**src/design/ntcd_pkg.sv**
```systemverilog
// Shared constants for the NTC thermometer core.
// No dependencies.
`timescale 1ns / 1ps
package ntcd_pkg;
  localparam int LOG_FRAC_BITS_DEF = 24;

  localparam logic [31:0] LN2_Q32 = 32'd2977044472;
  localparam int unsigned KELVIN_OFFSET_Q12 = 11188224;
  localparam int T_MAX = 16383;
  localparam int T_ABS_ZERO = -2731;

  localparam logic [13:0] BETA_RST = 14'd3435;
  localparam logic [15:0] BOFF_RST = 16'd11521;
  localparam logic [16:0] SERIES_RST = 17'd10000;
  localparam logic [16:0] NOMINAL_RST = 17'd10000;
  localparam logic [7:0] DBAND_RST = 8'd3;

  localparam logic [2:0] REG_BETA = 3'd0;
  localparam logic [2:0] REG_BOFF = 3'd1;
  localparam logic [2:0] REG_SERIES = 3'd2;
  localparam logic [2:0] REG_NOMINAL = 3'd3;
  localparam logic [2:0] REG_DBAND = 3'd4;
endpackage

```
**src/design/ntc_temperature_deadband_core.sv**
```systemverilog
// NTC thermometer core: ADC code to tenths of a degree C with a reporting deadband.
// Depends on ntcd_pkg.
`timescale 1ns / 1ps
// One request is worked at a time; in_stall is high from acceptance until the
// result is loaded into the output register, which can still wait on out_stall
// while the next request is taken. All multiplication runs on one shared 32x32
// multiplier and all division on one shared restoring divider (one quotient bit
// per cycle). With F = LOG_FRAC_BITS a request takes two divider passes of F+30
// quotient bits, two normalize passes (their length set by the top bit of the
// resistance and of the nominal value) and two squaring passes of F fraction
// bits each. A zero resistance or zero nominal value finishes after the first
// division, a zero denominator skips the last division. The result step also
// waits while the previous result is still stalled, and the core returns to
// idle between requests. Configuration writes are always ready.
module ntc_temperature_deadband_core
  import ntcd_pkg::*;
#(
  parameter int LOG_FRAC_BITS = LOG_FRAC_BITS_DEF
) (
  input  logic               clk,
  input  logic               rst_n,
  input  logic               in_valid,
  output logic               in_stall,
  input  logic [11:0]        in_adc_code,
  output logic               out_valid,
  input  logic               out_stall,
  output logic signed [14:0] out_temperature_tenths,
  output logic               out_updated,
  input  logic               cfg_valid,
  output logic               cfg_ready,
  input  logic [2:0]         cfg_index,
  input  logic [16:0]        cfg_data
);
  localparam int F   = LOG_FRAC_BITS;
  localparam int NW  = F + 30;
  localparam int DW  = F + 7;
  localparam int LW  = F + 5;
  localparam int RW  = 29;
  localparam int DCW = $clog2(NW);
  localparam int SCW = $clog2(F);
  // offset = boff * 2^F / 1000 as a reciprocal multiply; OFS extra bits keep it
  // exact for every 16-bit boff
  localparam int OFS = 26;
  localparam logic [63:0] OFF_K  = ((64'd1 << (F + OFS)) + 64'd999) / 64'd1000;
  localparam logic [31:0] OFF_KL = 32'(OFF_K[OFS-1:0]);
  localparam logic [31:0] OFF_KH = OFF_K[OFS+31:OFS];

  typedef enum logic [14:0] {
    S_IDLE  = 15'b000000000000001,
    S_MV    = 15'b000000000000010,
    S_RNUM  = 15'b000000000000100,
    S_RDIV  = 15'b000000000001000,
    S_NORM  = 15'b000000000010000,
    S_SQR   = 15'b000000000100000,
    S_DIFF  = 15'b000000001000000,
    S_LNHI  = 15'b000000010000000,
    S_LNLO  = 15'b000000100000000,
    S_OFFLO = 15'b000001000000000,
    S_OFFHI = 15'b000010000000000,
    S_QLOAD = 15'b000100000000000,
    S_QDIV  = 15'b001000000000000,
    S_TRUNC = 15'b010000000000000,
    S_DB    = 15'b100000000000000
  } state_t;

  state_t state_r;

  logic [13:0] beta_r;
  logic [15:0] boff_r;
  logic [16:0] series_r;
  logic [16:0] nominal_r;
  logic [7:0]  dband_r;

  logic [11:0]    code_r;
  logic [11:0]    mv_r;
  logic [31:0]    m_r;
  logic [4:0]     k_r;
  logic [F-1:0]   frac_r;
  logic [SCW-1:0] scnt_r;
  logic           lsel_r;
  logic [LW-1:0]  la_r;
  logic [LW-1:0]  lb_r;
  logic [LW-1:0]  dmag_r;
  logic           dneg_r;
  logic [63:0]    acc_r;
  logic [DW-1:0]  offl_r;
  logic [NW-1:0]  dq_r;
  logic [DW-1:0]  drem_r;
  logic [DW-1:0]  ddiv_r;
  logic [DCW-1:0] dcnt_r;
  logic signed [DW:0]   den_r;
  logic signed [NW+1:0] v_r;
  logic signed [14:0]   t_r;
  logic signed [14:0]   held_r;
  logic signed [14:0]   out_temp_r;
  logic                 out_upd_r;
  logic                 out_valid_r;

  // shared multiplier
  logic [31:0] mul_a;
  logic [31:0] mul_b;
  logic [63:0] prod;

  always_comb begin
    mul_a = '0;
    mul_b = '0;
    case (state_r)
      S_MV: begin
        mul_a = 32'(code_r);
        mul_b = 32'd825;
      end
      S_RNUM: begin
        mul_a = 32'(mv_r);
        mul_b = 32'(series_r);
      end
      S_SQR: begin
        mul_a = m_r;
        mul_b = m_r;
      end
      S_LNHI: begin
        mul_a = 32'(dmag_r[LW-1:16]);
        mul_b = LN2_Q32;
      end
      S_LNLO: begin
        mul_a = 32'(dmag_r[15:0]);
        mul_b = LN2_Q32;
      end
      S_OFFLO: begin
        mul_a = 32'(boff_r);
        mul_b = OFF_KL;
      end
      S_OFFHI: begin
        mul_a = 32'(boff_r);
        mul_b = OFF_KH;
      end
      S_QLOAD: begin
        mul_a = 32'(beta_r);
        mul_b = 32'd10;
      end
      default: begin
        mul_a = '0;
        mul_b = '0;
      end
    endcase
  end

  assign prod = 64'(mul_a) * 64'(mul_b);

  // shared restoring divider step
  logic [DW:0]   trial;
  logic          q_bit;
  logic [DW-1:0] rem_nxt;
  logic [NW-1:0] quo_nxt;
  logic          div_last;

  always_comb begin
    trial    = {drem_r, dq_r[NW-1]};
    q_bit    = (trial >= {1'b0, ddiv_r});
    rem_nxt  = q_bit ? DW'(trial - {1'b0, ddiv_r}) : trial[DW-1:0];
    quo_nxt  = {dq_r[NW-2:0], q_bit};
    div_last = (dcnt_r == DCW'(NW - 1));
  end

  // log2 squaring step
  logic [F-1:0] frac_nxt;
  logic         sqr_last;
  assign frac_nxt = {frac_r[F-2:0], prod[63]};
  assign sqr_last = (scnt_r == SCW'(F - 1));

  // final quotient sign, offset removal, truncation toward zero
  logic signed [NW+1:0] q_s;
  logic [DW-1:0]        off_val;
  logic [DW-1:0]        ln_mag;
  logic [NW+1:0]        v_mag;
  logic [NW+1:0]        t_mag;

  always_comb begin
    q_s     = $signed({2'b00, quo_nxt});
    off_val = offl_r + DW'(prod);
    ln_mag  = acc_r[16 +: DW];
    v_mag   = v_r[NW+1] ? (NW+2)'(-v_r) : v_r;
    t_mag   = v_mag >> 12;
  end

  // deadband window in 17 bits
  logic signed [16:0] held_w;
  logic signed [16:0] t_w;
  logic signed [16:0] win_hi;
  logic signed [16:0] win_lo;
  logic               upd;

  always_comb begin
    held_w = 17'(held_r);
    t_w    = 17'(t_r);
    win_hi = held_w + $signed({9'b0, dband_r});
    win_lo = held_w - $signed({9'b0, dband_r});
    upd    = (t_w > win_hi) || (t_w < win_lo);
  end

  always_ff @(posedge clk) begin
    if (!rst_n) begin
      state_r     <= S_IDLE;
      beta_r      <= BETA_RST;
      boff_r      <= BOFF_RST;
      series_r    <= SERIES_RST;
      nominal_r   <= NOMINAL_RST;
      dband_r     <= DBAND_RST;
      held_r      <= '0;
      out_valid_r <= 1'b0;
    end else begin
      if (cfg_valid) begin
        unique case (cfg_index)
          REG_BETA:    beta_r    <= cfg_data[13:0];
          REG_BOFF:    boff_r    <= cfg_data[15:0];
          REG_SERIES:  series_r  <= cfg_data;
          REG_NOMINAL: nominal_r <= cfg_data;
          REG_DBAND:   dband_r   <= cfg_data[7:0];
          default: ;
        endcase
      end

      if (out_valid_r && !out_stall) out_valid_r <= 1'b0;

      unique case (state_r)
        S_IDLE: begin
          if (in_valid) begin
            code_r  <= in_adc_code;
            state_r <= S_MV;
          end
        end
        S_MV: begin
          mv_r    <= prod[21:10];
          state_r <= S_RNUM;
        end
        S_RNUM: begin
          dq_r    <= NW'(prod[RW-1:0]);
          ddiv_r  <= DW'(12'd3300 - mv_r);
          drem_r  <= '0;
          dcnt_r  <= '0;
          state_r <= S_RDIV;
        end
        S_RDIV: begin
          dq_r   <= quo_nxt;
          drem_r <= rem_nxt;
          dcnt_r <= dcnt_r + 1'b1;
          if (div_last) begin
            if (quo_nxt == '0 || nominal_r == '0) begin
              t_r     <= 15'(T_ABS_ZERO);
              state_r <= S_DB;
            end else begin
              m_r     <= 32'(quo_nxt[RW-1:0]);
              k_r     <= 5'd31;
              lsel_r  <= 1'b0;
              state_r <= S_NORM;
            end
          end
        end
        S_NORM: begin
          // shift until the top bit is set; k tracks its index
          if (m_r[31]) begin
            scnt_r  <= '0;
            state_r <= S_SQR;
          end else begin
            m_r <= {m_r[30:0], 1'b0};
            k_r <= k_r - 1'b1;
          end
        end
        S_SQR: begin
          m_r    <= prod[63] ? prod[63:32] : prod[62:31];
          frac_r <= frac_nxt;
          scnt_r <= scnt_r + 1'b1;
          if (sqr_last) begin
            if (!lsel_r) begin
              la_r    <= {k_r, frac_nxt};
              lsel_r  <= 1'b1;
              m_r     <= 32'(nominal_r);
              k_r     <= 5'd31;
              state_r <= S_NORM;
            end else begin
              lb_r    <= {k_r, frac_nxt};
              state_r <= S_DIFF;
            end
          end
        end
        S_DIFF: begin
          if (la_r >= lb_r) begin
            dmag_r <= la_r - lb_r;
            dneg_r <= 1'b0;
          end else begin
            dmag_r <= lb_r - la_r;
            dneg_r <= 1'b1;
          end
          state_r <= S_LNHI;
        end
        S_LNHI: begin
          acc_r   <= prod;
          state_r <= S_LNLO;
        end
        S_LNLO: begin
          acc_r   <= acc_r + (prod >> 16);
          state_r <= S_OFFLO;
        end
        S_OFFLO: begin
          offl_r  <= DW'(prod[63:OFS]);
          state_r <= S_OFFHI;
        end
        S_OFFHI: begin
          if (dneg_r) den_r <= $signed({1'b0, off_val}) - $signed({1'b0, ln_mag});
          else        den_r <= $signed({1'b0, off_val}) + $signed({1'b0, ln_mag});
          state_r <= S_QLOAD;
        end
        S_QLOAD: begin
          if (den_r == '0) begin
            t_r     <= 15'(T_MAX);
            state_r <= S_DB;
          end else begin
            dq_r    <= {prod[17:0], {(F + 12){1'b0}}};
            ddiv_r  <= den_r[DW] ? DW'(-den_r) : den_r[DW-1:0];
            drem_r  <= '0;
            dcnt_r  <= '0;
            state_r <= S_QDIV;
          end
        end
        S_QDIV: begin
          dq_r   <= quo_nxt;
          drem_r <= rem_nxt;
          dcnt_r <= dcnt_r + 1'b1;
          if (div_last) begin
            v_r <= (den_r[DW] ? -q_s : q_s) - $signed((NW+2)'(KELVIN_OFFSET_Q12));
            state_r <= S_TRUNC;
          end
        end
        S_TRUNC: begin
          if (!v_r[NW+1]) begin
            t_r <= (t_mag > (NW+2)'(16383)) ? 15'(T_MAX) : 15'(t_mag);
          end else begin
            t_r <= (t_mag > (NW+2)'(16384)) ? 15'h4000 : 15'(-t_mag[14:0]);
          end
          state_r <= S_DB;
        end
        S_DB: begin
          if (!out_valid_r || !out_stall) begin
            if (upd) held_r <= t_r;
            out_temp_r  <= upd ? t_r : held_r;
            out_upd_r   <= upd;
            out_valid_r <= 1'b1;
            state_r     <= S_IDLE;
          end
        end
        default: state_r <= S_IDLE;
      endcase
    end
  end

  assign in_stall               = (state_r != S_IDLE);
  assign out_valid              = out_valid_r;
  assign out_temperature_tenths = out_temp_r;
  assign out_updated            = out_upd_r;
  assign cfg_ready              = 1'b1;
endmodule

```
**config.mk**
```make
export PLATFORM = sky130hd
export DESIGN_NAME = ntc_temperature_deadband_core
export DESIGN_NICKNAME = d
export VERILOG_FILES = /design/src/design/ntcd_pkg.sv /design/src/design/ntc_temperature_deadband_core.sv
export SDC_FILE = /design/constraint.sdc
export NUM_CORES = 2
export LEC_CHECK = 0
export BUFFER_PORTS_ARGS = -buffer_cell sky130_fd_sc_hd__buf_2
export CORE_MARGIN = 2
export CORE_UTILIZATION = 40
export CTS_CLUSTER_SIZE = 8
export DETAILED_ROUTE_END_ITERATION = 12
export MAX_ROUTING_LAYER = met4
export PLACE_DENSITY_LB_ADDON = 0.1
export SLEW_MARGIN = 20
export SYNTH_ARGS = -nofsm -noshare
export SYNTH_HDL_FRONTEND = slang
export SYNTH_SLANG_ARGS = --single-unit
```
**constraint.sdc**
```tcl
create_clock -name clk -period 35.2 [get_ports clk]
set_input_delay 3.52 -clock clk [delete_from_list [all_inputs] [get_ports clk]]
set_output_delay 3.52 -clock clk [all_outputs]
set_load 0.05 [all_outputs]
```
==> qor.csv <==
metric,value,unit
slew_headroom,0.2304,
cts_buffer_depth,3,
seq_area_frac_synth,0.2330,
n_fill_cell,17970,
drt-pass1-iter-count,9,
critPathBufInv,10,
post_cts_buffers,0,
grt_max_degree,79,
setup-tns-final,0,ns
hold_viol,0,
worst_slew_pin_slew,1.154,ns
top_layer,met4,
yosys_warnings,0,
crit_fanout,56,
ys_ff_latch,600,
vias,58810,
fin_crit,15.71,ns
power_leakage,35.92,nW
maxCapViolCount,0,
synth_compound_area_frac,0.1259,
grt_antenna_before_repair,21,
place_congestion,0.9746,
cts.sinks,600,
synth.area.mux_share,0.01150,
drc,0,
yosysUniqueCellTypes,104,
comb_power_share,0.037,
die_x,430.9,µm
cp.arrival,16.13,ns
cts_tree,built,
syn_area,72890,µm²
period_share,0.4464,
wl_per_cell,25.44,µm
grt_pass1_vias,59000,
synth_fa_ha_area_frac,0.3372,
postRouteAntennaNets,0,
ys.flop_type,edfxtp_1,
core,180900,µm²
cpMaxStageDelayCell,or3_1,
crit_top_cell,fa_1,
synth_top_area_share,0.2483,
status,finished clean,
clock_skew,0.03838,ns
slew_violations,0,
io_buffers,54,
cts_resized,0,
start_kind,flop,
synth_area_leaders,"fa_1 25%, edfxtp_1 20%, ha_1 8.9%",
setup_violations,0,
rows,156,
synth_cells,8120,
grtUsageTotal,0.2959,
max_freq,63.63,MHz
syn2layout_area_growth,8.416,%
wl_met1,115.4,mm
vdd_ir_drop_max,0.03915,mV
viasPerCell,5.608,
rsz0062_at_grt,false,
seq_power_share,0.460,
numCtsBuffers,90,
synthXorXnorAreaFrac,0.05019,
hold_path.class,flop to flop,
synth_top_family_by_area,adder cells,
hold_buffers,0,
power_switching,0.3901,mW
powerDensity,21.17,nW/µm²
fp.dieH,430.9,µm
io_pins,56,
initial_utilization,0.4029,
drive_above_1_share,0.05968,
synth_edf_count,497,
switching_share,0.2332,
async_reset_ff_frac,0,
intPower,1.283,mW
nets,9524,
syn_area_per_cell,8.977,µm²
finalWirelength,266.7,mm
holdWs,0.4426,ns
slowest_delay,0.76,ns
synth.most_common_cell,inv_1,
clock_power_share,0.503,
clkSlewWorstSetupHoldPaths,0.06,ns
multi_input_area,50010,µm²
yosysTopAreaCell,fa_1,
clock_tree.root_cell,clkbuf_16,
dieArea,185700,µm²
cts_max_level,3,
crit_path_end_kind,flop,
dpl.hpwl,210.1,mm
grt_pass1_wl,394.7,mm
required,35.61,ns
grt.overflow.total,0,
dr.first_iter.drc_count,5516,
synth_top_cells_by_count,"1257 x inv_1, 1118 x nand2_1, 904 x fa_1, 690 x nor2_1, 518 x ha_1",
wl_met2,121.0,mm
syn_nets,9579,
clkLatencyLatePin,0.71,ns
critPathKind,flop to flop,
wl_met3,18.41,mm
cp_top_family,adder cells,
register_area,16990,µm²
synthSimpleGateAreaFrac,0.1568,
-- placed cells by master (no fill, tap or decap), types with 58 or more instances in the layout --
cell type	instances
fa_1	904
xor2_1	159
mux2i_1	61
nand3_1	139
a21oi_1	348
a21boi_0	79
dfxtp_1	103
buf_4	187
nand2b_1	58
nor3_1	82
inv_1	1255
edfxtp_1	497
clkbuf_16	92
xnor2_1	245
nand4_1	63
and3_1	66
a21o_1	127
o21ai_0	311
nand2_1	1117
ha_1	518
and2_1	60
nor2_1	685
o31ai_1	59
-- routing by layer --
layer / global-route usage / vias up
li1: - / 26600
met1: 0.3962 / 29560
met2: 0.4554 / 2151
met3: 0.04076 / 492
met4: 0.1136 / 0
met5: - / -
-- power by group through the flow --
| stage | combinational, mW | clock, mW | sequential, mW |
|---|---|---|---|
| floorplan | 0.0314 | 0 | 0.780 |
| global placement | 0.0603 | 0 | 0.783 |
| detailed placement | 0.0608 | 0 | 0.783 |
| CTS | 0.0609 | 0.861 | 0.769 |
| global route | 0.0646 | 0.883 | 0.769 |
| finish | 0.0620 | 0.841 | 0.769 |
-- stage by stage --
step / utilization / power (mW) / setup slack (ns) / cells / cell area [µm²]
after floorplan: - / 0.8117 / 22.93 / 8120 / 72890
after global placement: 0.4221 / 0.8432 / 19.64 / 10340 / 76370
after detailed placement: 0.4221 / 0.8437 / 19.47 / 10340 / 76370
after CTS: 0.4367 / 1.691 / 19.42 / 10480 / 79010
after global routing: 0.4368 / 1.717 / 18.66 / 10490 / 79030
final: 0.4368 / 1.673 / 19.49 / 10490 / 79030
-- state kept, by name, summed over array words and instances (netlist names), 14 cells and up --
| signal | count |
|---|---|
| series_r | 17 |
| offl_r | 31 |
| held_r | 15 |
| beta_r | 14 |
| m_r | 32 |
| state_r | 15 |
| la_r | 29 |
| ddiv_r | 31 |
| v_r | 56 |
| dq_r | 54 |
| boff_r | 16 |
| nominal_r | 17 |
| out_temperature_tenths | 15 |
| den_r | 32 |
| drem_r | 31 |
| dmag_r | 29 |
| t_r | 15 |
| acc_r | 47 |
| frac_r | 23 |
| lb_r | 29 |
-- logic make-up after synthesis --
group,after synthesis
fa+ha+maj,1422
other cells,1
mux,81
flops,600
buf+inv,1650
xor+xnor,416
simple gates,2560
compound gates,1390
-- worst reg2reg max path, delay by kind of cell (launching register included) --
family,cells,cell delay [ns]
flops,1,0.35
compound gates,12,2.53
simple gates,12,4.27
fa+ha+maj,10,4.79
xor+xnor,2,0.90
buf+inv,10,2.61
-- layout make-up --
class                   count  share of cell area
multi-input cells        5870              0.6327
diodes                      6           0.0001900
repair buffers            240             0.02112
well taps                2370             0.03752
clock buffers             124             0.03103
clock inverters            13            0.002470
inverters                1263             0.05999
flip-flops and latches    600              0.2149
-- worst paths after layout --
path                           start             endpoint  slack, ns  depth (start not counted)
max          state_r[0]$_SDFFE_PN1P_  acc_r[42]$_DFFE_PP_      19.49                         46
min             frac_r[22]$_DFFE_PP_   lb_r[23]$_DFFE_PP_       0.44                          0
max reg2reg  state_r[0]$_SDFFE_PN1P_  acc_r[42]$_DFFE_PP_      19.49                         46
min reg2reg     frac_r[22]$_DFFE_PP_   lb_r[23]$_DFFE_PP_       0.44                          0
Note: power is estimated with default switching activity, not from simulation.
